File: src/design/mke_pkg.sv
// Package for the masked k-mer extractor: sizes, lane result type and
// helper functions shared by the lane, merge and top-level modules.
// No dependencies.
package mke_pkg;

  localparam int unsigned MAX_KMER       = 32;
  localparam int unsigned BASES_PER_ITEM = 4;

  localparam int unsigned KEY_W   = 2 * MAX_KMER;
  localparam int unsigned POS_W   = 32;
  localparam int unsigned KLEN_W  = 6;
  localparam int unsigned VALID_W = 3;
  localparam int unsigned PACK_W  = 2 * BASES_PER_ITEM;
  localparam int unsigned SEL_W   = (BASES_PER_ITEM > 1) ? $clog2(BASES_PER_ITEM) : 1;

  localparam logic [KLEN_W-1:0] KLEN_RESET = KLEN_W'(15);
  localparam logic [POS_W-1:0]  POS_MAX    = '1;

  // Result found by one lane
  typedef struct packed {
    logic [KEY_W-1:0] key;
    logic [POS_W-1:0] start;
    logic             hit;
  } lane_res_t;

  // Clamp the configured length into 1..MAX_KMER
  function automatic logic [KLEN_W-1:0] eff_length(input logic [KLEN_W-1:0] k);
    logic [KLEN_W-1:0] r;
    r = k;
    if (r == '0) r = KLEN_W'(1);
    if (r > KLEN_W'(MAX_KMER)) r = KLEN_W'(MAX_KMER);
    return r;
  endfunction

  // Ones in the low 2k bits of the key, k in 1..MAX_KMER
  function automatic logic [KEY_W-1:0] key_mask(input logic [KLEN_W-1:0] k);
    logic [KEY_W-1:0] ones;
    ones = '1;
    return ones >> (8'(KEY_W) - {1'b0, k, 1'b0});
  endfunction

  // Clamp the valid-base count to the lane count
  function automatic logic [VALID_W-1:0] eff_valid(input logic [VALID_W-1:0] v);
    return (v > VALID_W'(BASES_PER_ITEM)) ? VALID_W'(BASES_PER_ITEM) : v;
  endfunction

endpackage

File: src/design/mke_lane.sv
// One extraction lane: shifts one base into the window, updates the clean
// run and reports a key when the window is complete and unmasked.
// Depends on mke_pkg.
module mke_lane (
  input  logic [mke_pkg::KEY_W-1:0]  win_i,
  input  logic [mke_pkg::KLEN_W-1:0] clean_i,
  input  logic [1:0]                 base_i,
  input  logic                       masked_i,
  input  logic [mke_pkg::POS_W-1:0]  pos_i,
  input  logic [mke_pkg::KLEN_W-1:0] k_i,
  input  logic [mke_pkg::KEY_W-1:0]  kmask_i,
  input  logic                       active_i,
  output logic [mke_pkg::KEY_W-1:0]  win_o,
  output logic [mke_pkg::KLEN_W-1:0] clean_o,
  output mke_pkg::lane_res_t         res_o
);
  import mke_pkg::*;

  logic [KEY_W-1:0]  win_shift;
  logic [KLEN_W-1:0] clean_next;

  // Shift the base in and update the unmasked run
  always_comb begin
    win_shift = {win_i[KEY_W-3:0], base_i};
    if (masked_i) begin
      clean_next = '0;
    end else if (clean_i < KLEN_W'(MAX_KMER)) begin
      clean_next = clean_i + KLEN_W'(1);
    end else begin
      clean_next = clean_i;
    end
  end

  // Pass state through when this lane has no base
  always_comb begin
    win_o       = active_i ? win_shift : win_i;
    clean_o     = active_i ? clean_next : clean_i;
    res_o.key   = win_shift & kmask_i;
    res_o.start = pos_i + POS_W'(1) - POS_W'(k_i);
    res_o.hit   = active_i && (clean_next >= k_i);
  end

endmodule

File: src/design/mke_merge.sv
// Merge stage: holds the lane results of one byte and hands the hits out
// one per transfer, in base order, through an output register.
// Depends on mke_pkg.
module mke_merge (
  input  logic                                    clk_i,
  input  logic                                    rst_ni,
  input  logic                                    accept_i,
  input  mke_pkg::lane_res_t [mke_pkg::BASES_PER_ITEM-1:0] res_i,
  output logic                                    ready_o,
  output logic                                    m_axis_tvalid_o,
  input  logic                                    m_axis_tready_i,
  output logic [mke_pkg::KEY_W+mke_pkg::POS_W-1:0] m_axis_tdata_o,
  output logic                                    m_axis_tlast_o
);
  import mke_pkg::*;

  lane_res_t [BASES_PER_ITEM-1:0] res_q;
  logic [BASES_PER_ITEM-1:0]      pend_q, pend_d, pick, rest, new_hits;
  logic [SEL_W-1:0]               sel;
  logic                           move;
  logic                           out_valid_q, out_valid_d;
  logic [KEY_W-1:0]               key_q;
  logic [POS_W-1:0]               start_q;
  logic                           last_q;

  // Pick the lowest pending lane
  always_comb begin
    sel = '0;
    for (int i = BASES_PER_ITEM - 1; i >= 0; i--) begin
      if (pend_q[i]) sel = SEL_W'(i);
    end
    pick = pend_q & (~pend_q + BASES_PER_ITEM'(1));
    rest = pend_q & ~pick;
    for (int i = 0; i < BASES_PER_ITEM; i++) begin
      new_hits[i] = res_i[i].hit;
    end
  end

  // Advance a hit into the output register when it is free or draining
  always_comb begin
    move    = (pend_q != '0) && (!out_valid_q || m_axis_tready_i);
    ready_o = (pend_q == '0) || (move && (rest == '0));
    if (accept_i) begin
      pend_d = new_hits;
    end else if (move) begin
      pend_d = rest;
    end else begin
      pend_d = pend_q;
    end
    if (move) begin
      out_valid_d = 1'b1;
    end else if (m_axis_tready_i) begin
      out_valid_d = 1'b0;
    end else begin
      out_valid_d = out_valid_q;
    end
  end

  always_ff @(posedge clk_i or negedge rst_ni) begin
    if (!rst_ni) begin
      pend_q      <= '0;
      out_valid_q <= 1'b0;
    end else begin
      pend_q      <= pend_d;
      out_valid_q <= out_valid_d;
    end
  end

  // Capture lane results and the outgoing transfer
  always_ff @(posedge clk_i) begin
    if (accept_i) begin
      res_q <= res_i;
    end
    if (move) begin
      key_q   <= res_q[sel].key;
      start_q <= res_q[sel].start;
      last_q  <= (rest == '0);
    end
  end

  assign m_axis_tvalid_o = out_valid_q;
  assign m_axis_tdata_o  = {start_q, key_q};
  assign m_axis_tlast_o  = last_q;

`ifndef SYNTHESIS
  a_accept_when_drained: assert property (@(posedge clk_i) disable iff (!rst_ni)
    accept_i |-> ((pend_q == '0) || (move && ($countones(pend_q) == 1))))
    else $error("byte accepted while hits still pending");
  a_move_fills_output: assert property (@(posedge clk_i) disable iff (!rst_ni)
    move |=> out_valid_q)
    else $error("moved hit did not reach the output register");
  a_last_empties: assert property (@(posedge clk_i) disable iff (!rst_ni)
    (move && (rest == '0) && !accept_i) |=> (pend_q == '0))
    else $error("pending hits remain after last transfer of a byte");
  a_pick_onehot: assert property (@(posedge clk_i) disable iff (!rst_ni)
    $onehot0(pick))
    else $error("more than one lane picked");
`endif

endmodule

File: src/design/masked_kmer_extractor_core.sv
// Masked k-mer extractor: four lanes process the bases of one byte side by
// side; a merge stage serializes their keys. The merge stage registers the
// lane results at the byte transfer, and the first key then moves into its
// output register once that is free. Throughput: one byte per cycle when it
// yields at most one key and the output does not stall; otherwise the single output channel sets the rate.
// Reset (async, active low) clears window, position, run and output valid.
module masked_kmer_extractor_core (
  input  logic                                    clk_i,
  input  logic                                    rst_ni,
  input  logic                                    cfg_we_i,
  input  logic [mke_pkg::KLEN_W-1:0]              cfg_wdata_i,   // kmer_length
  input  logic                                    s_axis_tvalid_i,
  output logic                                    s_axis_tready_o,
  // [7:0] packed_bases, [11:8] base_masks, [14:12] valid_bases, [15] zero
  input  logic [15:0]                             s_axis_tdata_i,
  output logic                                    m_axis_tvalid_o,
  input  logic                                    m_axis_tready_i,
  // [63:0] kmer_key, [95:64] start_position
  output logic [mke_pkg::KEY_W+mke_pkg::POS_W-1:0] m_axis_tdata_o,
  output logic                                    m_axis_tlast_o  // last_of_item
);
  import mke_pkg::*;

  logic [KLEN_W-1:0]  klen_q;
  logic [KEY_W-1:0]   win_q;
  logic [POS_W-1:0]   seen_q, seen_d;
  logic [KLEN_W-1:0]  clean_q;
  logic [KLEN_W-1:0]  k_eff;
  logic [KEY_W-1:0]   kmask;
  logic [VALID_W-1:0] v_eff;
  logic [PACK_W-1:0]  packed_bases;
  logic [BASES_PER_ITEM-1:0] base_masks;
  logic               accept, ready;
  logic [POS_W:0]     seen_sum;

  logic [KEY_W-1:0]   win_c   [BASES_PER_ITEM+1];
  logic [KLEN_W-1:0]  clean_c [BASES_PER_ITEM+1];
  lane_res_t [BASES_PER_ITEM-1:0] lane_res;

  // Unpack the input transfer
  assign packed_bases = s_axis_tdata_i[PACK_W-1:0];
  assign base_masks   = s_axis_tdata_i[PACK_W+BASES_PER_ITEM-1:PACK_W];
  assign v_eff        = eff_valid(s_axis_tdata_i[14:12]);
  assign k_eff        = eff_length(klen_q);
  assign kmask        = key_mask(k_eff);
  assign accept       = s_axis_tvalid_i && ready;
  assign s_axis_tready_o = ready;

  assign win_c[0]   = win_q;
  assign clean_c[0] = clean_q;

  // Lanes, one per base of the byte
  for (genvar g = 0; g < BASES_PER_ITEM; g++) begin : g_lane
    localparam int unsigned HI = 2 * (BASES_PER_ITEM - 1 - g) + 1;
    logic [POS_W:0]   pos_sum;
    logic [POS_W-1:0] pos;
    assign pos_sum = {1'b0, seen_q} + (POS_W+1)'(g);
    assign pos     = pos_sum[POS_W] ? POS_MAX : pos_sum[POS_W-1:0];

    mke_lane u_lane (
      .win_i    (win_c[g]),
      .clean_i  (clean_c[g]),
      .base_i   (packed_bases[HI -: 2]),
      .masked_i (base_masks[BASES_PER_ITEM-1-g]),
      .pos_i    (pos),
      .k_i      (k_eff),
      .kmask_i  (kmask),
      .active_i (VALID_W'(g) < v_eff),
      .win_o    (win_c[g+1]),
      .clean_o  (clean_c[g+1]),
      .res_o    (lane_res[g])
    );
  end

  // Advance the position by the bases taken, saturating
  assign seen_sum = {1'b0, seen_q} + (POS_W+1)'(v_eff);
  assign seen_d   = seen_sum[POS_W] ? POS_MAX : seen_sum[POS_W-1:0];

  always_ff @(posedge clk_i or negedge rst_ni) begin
    if (!rst_ni) begin
      klen_q  <= KLEN_RESET;
      win_q   <= '0;
      seen_q  <= '0;
      clean_q <= '0;
    end else begin
      if (cfg_we_i) begin
        klen_q <= cfg_wdata_i;
      end
      if (accept) begin
        win_q   <= win_c[BASES_PER_ITEM];
        seen_q  <= seen_d;
        clean_q <= clean_c[BASES_PER_ITEM];
      end
    end
  end

  mke_merge u_merge (
    .clk_i           (clk_i),
    .rst_ni          (rst_ni),
    .accept_i        (accept),
    .res_i           (lane_res),
    .ready_o         (ready),
    .m_axis_tvalid_o (m_axis_tvalid_o),
    .m_axis_tready_i (m_axis_tready_i),
    .m_axis_tdata_o  (m_axis_tdata_o),
    .m_axis_tlast_o  (m_axis_tlast_o)
  );

`ifndef SYNTHESIS
  a_seen_monotonic: assert property (@(posedge clk_i) disable iff (!rst_ni)
    seen_q >= $past(seen_q))
    else $error("base position went backwards");
  a_clean_bounded: assert property (@(posedge clk_i) disable iff (!rst_ni)
    clean_q <= KLEN_W'(MAX_KMER))
    else $error("clean run beyond maximum length");
  a_empty_byte_holds: assert property (@(posedge clk_i) disable iff (!rst_ni)
    (accept && (v_eff == '0)) |=> ($stable(win_q) && $stable(seen_q) && $stable(clean_q)))
    else $error("byte without bases changed the window state");
`endif

endmodule

File: config.mk
export PLATFORM = sky130hd
export DESIGN_NAME = masked_kmer_extractor_core
export DESIGN_NICKNAME = d
export VERILOG_FILES = /design/src/design/mke_pkg.sv /design/src/design/mke_lane.sv /design/src/design/mke_merge.sv /design/src/design/masked_kmer_extractor_core.sv
export SDC_FILE = /design/constraint.sdc
export NUM_CORES = 1
export LEC_CHECK = 0
export ABC_AREA = 1
export BUFFER_PORTS_ARGS = -buffer_cell sky130_fd_sc_hd__buf_2
export CAP_MARGIN = 10
export CORE_MARGIN = 4
export CORE_UTILIZATION = 60
export DETAILED_ROUTE_END_ITERATION = 6
export PLACE_DENSITY = 0.77
export SETUP_SLACK_MARGIN = 0.1
export SYNTH_ARGS = -nofsm -noshare
export SYNTH_HDL_FRONTEND = slang
export SYNTH_SLANG_ARGS = --single-unit
File: constraint.sdc
create_clock -name clk_i -period 16.19 [get_ports clk_i]
set_input_delay 4.0475 -clock clk_i [delete_from_list [all_inputs] [get_ports clk_i]]
set_output_delay 4.0475 -clock clk_i [all_outputs]
set_load 0.03 [all_outputs]
## Word-level counts from Yosys, hierarchy flattened

Index checks and enable logic that the tools add are counted.

- Add/subtract/negate cells: 18
- Magnitude comparators: 15
- Shift-type cells: 1
- Mux-type cells: 33
- Bitwise operators: 8
- Reductions and logical operators: 16

Operators with widths:

| operator | count |
|---|---|
| $and A64 B64 Y64 | 4 |
| $mux W62 | 4 |
| $bmux W97 S2 | 1 |
| $add A32 B1 Y32 const B | 4 |
| $mux W32 | 4 |
| $sub A32 B6 Y32 | 4 |
| $mux W97 | 1 |
| $mux W6 | 14 |
| $add A32 B2 Y33 const B | 2 |
| $shr A64 B8 Y64 const A | 1 |
| $add A32 B1 Y33 const B | 1 |
| $add A32 B3 Y33 | 1 |
| $add A6 B1 Y6 const B | 4 |
| $ge A6 B6 Y1 | 4 |
| $lt A6 B6 Y1 const B | 4 |
| $and A4 B4 Y4 | 2 |
| $logic_not A4 Y1 | 2 |
| $mux W2 | 4 |
| $mux W4 | 2 |
| $not A4 Y4 | 2 |
| $sub A7 B7 Y8 const A | 1 |
| $logic_and A1 B1 Y1 | 7 |
| $gt A6 B6 Y1 const B | 1 |
| $logic_not A6 Y1 | 1 |
| other kinds (11) | 16 |

- Bits in registers: 596
- Input port bits: 27
- Output and inout port bits: 99
- Word-level logic and storage cells: 112

## Longest topological paths before layout

- Word-level depth: 18
- Depth in mapped cells: 32
- Depth with buffers taken out: 31

## By module

A second synthesis with hierarchy kept.

- Cell total of the unflattened synthesis: 6237
- Area total of the unflattened synthesis: 43170.2 um^2

By module, submodules not included:

| module | times used | cells each | area an instance (um^2) | sequential area each (um^2) |
|---|---|---|---|---|
| mke_merge | 1 | 1670 | 19662.6 | 14569.0 |
| mke_lane at g_lane[1].u_lane ... | 3 | 860 | 4020.1 | 0.0 |
| masked_kmer_extractor_core | 1 | 1127 | 7432.1 | 2707.6 |
| mke_lane at g_lane[0].u_lane | 1 | 860 | 4015.1 | 0.0 |

## Least setup slack after synthesis

Ideal clock, no wire load.

- Kind: input-to-reg
- Start point: input port m_axis_tready_i
- End point: register u_merge.res_q[100] in the netlist's numbering, enable pin
- Library setup time: 0.898 ns
- Arrival: 15.619 ns
- Data required time: 15.292 ns
- Setup slack: -0.327 ns
- Cell stages on the path: 9
- Buffers on the path: 3
- Cells stage by stage: nor2_1 > inv_1 > nand2_1 > nand2_1 > nand2_1 > clkbuf_1 > inv_1 > clkbuf_1 > clkbuf_1

- Cells in the longest elaborated chain, start to end: 5

Ends and longest elaborated chain:

| element | line | source |
|---|---|---|
| start, declared | masked_kmer_extractor_core.sv:17 | `input logic m_axis_tready_i,` |
| $logic_or A1 B1 Y1 | mke_merge.sv:41 | `move = (pend_q != '0) && (!out_valid_q \|\| m_axis_tready_i);` |
| $logic_and A1 B1 Y1 | mke_merge.sv:41 |  |
| $logic_and A1 B1 Y1 | mke_merge.sv:42 | `ready_o = (pend_q == '0) \|\| (move && (rest == '0));` |
| $logic_or A1 B1 Y1 | mke_merge.sv:42 |  |
| via s_axis_tready_o | masked_kmer_extractor_core.sv:13 | `output logic s_axis_tready_o,` |
| $logic_and A1 B1 Y1 | masked_kmer_extractor_core.sv:46 | `assign accept = s_axis_tvalid_i && ready;` |
| via accept | masked_kmer_extractor_core.sv:33 | `logic accept, ready;` |
| end signal, assigned | mke_merge.sv:72 | `res_q <= res_i;` |
| end, declared | mke_merge.sv:17 | `lane_res_t [BASES_PER_ITEM-1:0] res_q;` |

The timed path passes the listed nets, and every way through them passes these cells.
A chain may end at the register's enable or synchronous reset.

## Worst setup path after layout

- Start point: input port s_axis_tdata_i[14]
- End point: register u_merge.pend_q[3]

- Cells in the longest elaborated chain, start to end: 18
- Elaborated cells on any way between the ends: 24
- Those cells by class: 3 x add/sub; 9 x order compare; 11 x mux; 1 x reduce/logical

Ends and longest elaborated chain:

| element | line | source |
|---|---|---|
| start, declared | masked_kmer_extractor_core.sv:15 | `input logic [15:0] s_axis_tdata_i,` |
| $gt A3 B3 Y1 | mke_pkg.sv:44 | `return (v > VALID_W'(BASES_PER_ITEM)) ? VALID_W'(BASES_PER_ITEM) : v;` |
| $mux W3 * | mke_pkg.sv:44 |  |
| $lt A1 B3 Y1 | masked_kmer_extractor_core.sv:68 | `.active_i (VALID_W'(g) < v_eff),` |
| $mux W6 | mke_lane.sv:37 | `clean_o = active_i ? clean_next : clean_i;` |
| $add A6 B1 Y6 / $lt A6 B6 Y1 (equally long branches) | mke_lane.sv:28, mke_lane.sv:27 |  |
| $mux W6 | mke_lane.sv:27 | `end else if (clean_i < KLEN_W'(MAX_KMER)) begin` |
| $mux W6 | mke_lane.sv:25 | `if (masked_i) begin` |
| $mux W6 | mke_lane.sv:37 |  |
| [2 not listed] | -- |  |
| $mux W6 | mke_lane.sv:25 |  |
| $mux W6 | mke_lane.sv:37 |  |
| $add A6 B1 Y6 / $lt A6 B6 Y1 (equally long branches) | mke_lane.sv:28, mke_lane.sv:27 |  |
| $mux W6 | mke_lane.sv:27 |  |
| $mux W6 | mke_lane.sv:25 |  |
| $ge A6 B6 Y1 | mke_lane.sv:40 | `res_o.hit = active_i && (clean_next >= k_i);` |
| $logic_and A1 B1 Y1 * | mke_lane.sv:40 |  |
| $mux W4 * | mke_merge.sv:43 | `if (accept_i) begin` |
| end signal, assigned | mke_merge.sv:64 | `pend_q <= pend_d;` |
| end, declared | mke_merge.sv:18 | `logic [BASES_PER_ITEM-1:0] pend_q, pend_d, pick, rest, new_hits;` |

Mark *: on every way between the ends. The rest lies on a longest branch, timed or not.

==> flow_summary.json <==
{
  "status": "finished, final reports clean",
  "finClkSkew_ns": 0.04115,
  "power_density_mw_per_mm2": 193.6,
  "ir_worst_vdd_uv": 138.5,
  "dieHeight_um": 253.0,
  "switching_share": 0.4122,
  "wl_per_cell_um": 19.17,
  "first_iter_violations": 3087,
  "synth_top_family_by_area": "simple AND/OR/NAND/NOR gates",
  "clkSinkCount": 592,
  "synth_adder_area_share": 0.07399,
  "hold_buffers": 0,
  "synthArstFlopShare": 0.1875,
  "dr.pass1.iters": 5,
  "worstHoldPathType": "reg -> reg",
  "yosysTopAreaCell": "edfxtp_1",
  "worstRegToRegCells": 26,
  "worst_pin_slew_ns": 1.156,
  "timing.setup.tns_ns": 0,
  "critPathLaunch": "s_axis_tdata_i[14]",
  "wirelength_um": 98870,
  "synth.area.top_cells": "edfxtp_1 (40%), nor2_1 (7.9%), dfrtp_1 (7.4%)",
  "numCtsBuffers": 61,
  "synth_edf_count": 481,
  "hpwlAfterDp_um": 69970,
  "synth_top_flop_cell": "edfxtp_1",
  "maxSlewViolCount": 0,
  "clock_power_share": 0.206,
  "gp_congestion": 1.020,
  "synth_cell_types": 59,
  "worstReg2RegStart": "seen_q[19]$_DFFE_PN0P_",
  "share_comb_of_total_power": 0.430,
  "synth_xor_area_frac": 0.03498,
  "setup_viol": 0,
  "clk_pin_slew_ns": 0.06,
  "grt_pass1_vias": 28597,
  "placed_cell_area_mm2": 0.03723,
  "nFillCells": 4852,
  "reg2reg_to": "u_merge.res_q[226]$_DFFE_PP_",
  "syn_inst": 4273,
  "area_growth_pct": 9.699,
  "final_common_cell": "nor2_1",
  "syn-cell-area_mm2": 0.03602,
  "io_pins": 126,
  "clk_latency_ns": 0.65,
  "synth_mux_area_frac": 0.0006253,
  "root_buffer": "clkbuf_16",
  "fmax_mhz": 109.1,
  "h-tree-depth": 2,
  "numPortBuffers": 124,
  "fp-row-count": 89,
  "path_class": "in -> reg",
  "final_hold_viol_count": 0,
  "vias": 30024,
  "p_switching_mw": 3.153,
  "crit_fanout": 130,
  "ctsResizeCount": 0,
  "syn_nets": 4510,
  "ant_nets": 0,
  "r2r_slack_ns": 9.28,
  "synth_compound_area_frac": 0.1468,
  "post_synth_and_or_nand_nor_area_fraction": 0.1889,
  "critPathSlowestCell": "nor2_8",
  "maxCapViolCount": 0,
  "grt_antenna_before_repair": 2,
  "synth_seq_cells": 592,
  "cts_setup_buffers": 0,
  "cts_tree": "done",
  "grt_pass1_wl_um": 153300,
  "cts.path.max_buffers": 3,
  "drive_above_1_share": 0.07029,
  "final_area_mm2": 0.03951,
  "core_mm2": 0.05924,
  "synth_top_area_frac": 0.4010,
  "max_stage_delay_ns": 0.65,
  "slew-limit-headroom": 0.2268,
  "yosys_warnings": 0,
  "globalRouteTotalUtil": 0.3024,
  "dieArea_mm2": 0.06401,
  "fin_nets": 4566,
  "p_leak_nw": 17.52,
  "drc": 0,
  "syn_avg_cell_area_um2": 8.429,
  "mostFrequentLayoutCells": "nor2_1 (753), nand2_1 (703), inv_1 (554)",
  "fin_crit_sh": 0.5661,
  "worstSetupEndpointType": "register",
  "arrival_ns": 9.64,
  "rsz0062_at_grt": "no",
  "start_kind": "input pin",
  "viasPerCell": 5.823,
  "cp.required_ns": 16.66,
  "start_util": 0.6080,
  "synth_seq_area_share": 0.4783,
  "fp.dieW_um": 253.0,
  "grt_max_degree": 205,
  "p_int_mw": 4.496,
  "crit_end": "u_merge.pend_q[3]$_DFFE_PN0P_",
  "power.share.sequential": 0.364,
  "min_period_ns": 9.164,
  "gr-total-overflow": 0
}
layer usage:
layer  vias to the layer above  routed length (um)  global-route usage  part of all wire
met2                      1126               48370              0.5260              0.49
met1                     14209               39890              0.3926              0.40
met5                         -                   0                   0                 0
met4                         0                3958              0.1124             0.040
li1                      14486                   -                   -                 -
met3                       203                6645             0.03544             0.067
kinds of logic after synthesis:
| logic type | Yosys count |
|---|---|
| AO/OA/AOI/OAI | 910 |
| XOR/XNOR | 143 |
| adder cells (fa/ha/maj) | 210 |
| buffers and inverters | 724 |
| flip-flops | 592 |
| multiplexers | 2 |
| AND/OR/NAND/NOR | 1692 |
synth_stat cells (13+ instances only):
cell type  number
clkbuf_1      119
a21oi_1       204
o32ai_1        96
ha_1          205
o21a_1         31
o21ai_1        41
o21bai_1       13
a31oi_1        13
edfxtp_1      481
nand3_1       130
xor2_1        107
o21ai_0       415
nor2_1        754
buf_1          26
o211ai_1       55
dfrtp_1       107
nand2_1       705
xnor2_1        35
inv_1         556
nand4_1        21
nor3_1         35
stage by stage:
stage	std cells	setup WS (ns)	power, mW	utilization	hold WS (ns)
floorplan	4273	5.594	5.155	-	0.4804
global placement	5039	6.464	5.959	0.6284	0.5156
detailed placement	5039	6.376	6.048	0.6284	0.5197
CTS	5155	7.040	7.649	0.6669	0.5279
global route	5156	6.619	8.115	0.6669	0.5599
finish	5156	7.026	7.649	0.6669	0.5226
sequential cells by signal, indices dropped and copies added, names as in the netlist:
register,cells
klen_q,6
clean_q,6
u_merge.res_q,384
u_merge.start_q,32
u_merge.key_q,64
seen_q,32
u_merge.pend_q,4
u_merge.m_axis_tvalid_o,1
u_merge.m_axis_tlast_o,1
win_q,62
how the worst min path moves through the flow:
| stage | end | depth (start not counted) | slack, ns | startpoint |
|---|---|---|---|---|
| after floorplan | klen_q[1]$_DFFE_PN1P_ | 2 | 0.48 | klen_q[1]$_DFFE_PN1P_ |
| after global placement | klen_q[1]$_DFFE_PN1P_ | 2 | 0.52 | klen_q[1]$_DFFE_PN1P_ |
| after detailed placement | klen_q[1]$_DFFE_PN1P_ | 2 | 0.52 | klen_q[1]$_DFFE_PN1P_ |
| after CTS | klen_q[1]$_DFFE_PN1P_ | 2 | 0.53 | klen_q[1]$_DFFE_PN1P_ |
| after global routing | klen_q[1]$_DFFE_PN1P_ | 2 | 0.56 | klen_q[1]$_DFFE_PN1P_ |
| final | klen_q[1]$_DFFE_PN1P_ | 2 | 0.52 | klen_q[1]$_DFFE_PN1P_ |
worst max-delay path: cells and delay by family:
kind                       cells  cell delay (ns)
and+or+nand+nor               11             2.30
AOI/OAI and AO/OA             10             1.34
adders and majority gates      4             1.15
buffers and inverters          5             0.78
power by group through the flow:
| stage | registers [mW] | logic [mW] | clock network, mW |
|---|---|---|---|
| floorplan | 3.08 | 2.07 | 0 |
| global placement | 2.79 | 3.17 | 0 |
| detailed placement | 2.81 | 3.24 | 0 |
| CTS | 2.78 | 3.27 | 1.59 |
| global route | 2.84 | 3.62 | 1.65 |
| finish | 2.79 | 3.29 | 1.58 |
area by class of cell:
class,count,area (um^2),share of cell area
Timing Repair Buffer,145,793.3,0.02008
Antenna cell,1,2.502,0.00006334
Multi-Input combinational cell,2957,16070,0.4068
Tap cell,773,967.2,0.02448
Sequential cell,592,17230,0.4360
Clock buffer,79,1695,0.04291
Clock inverter,37,584.3,0.01479
Inverter,572,2167,0.05485
(Power assumes the default switching activity.)
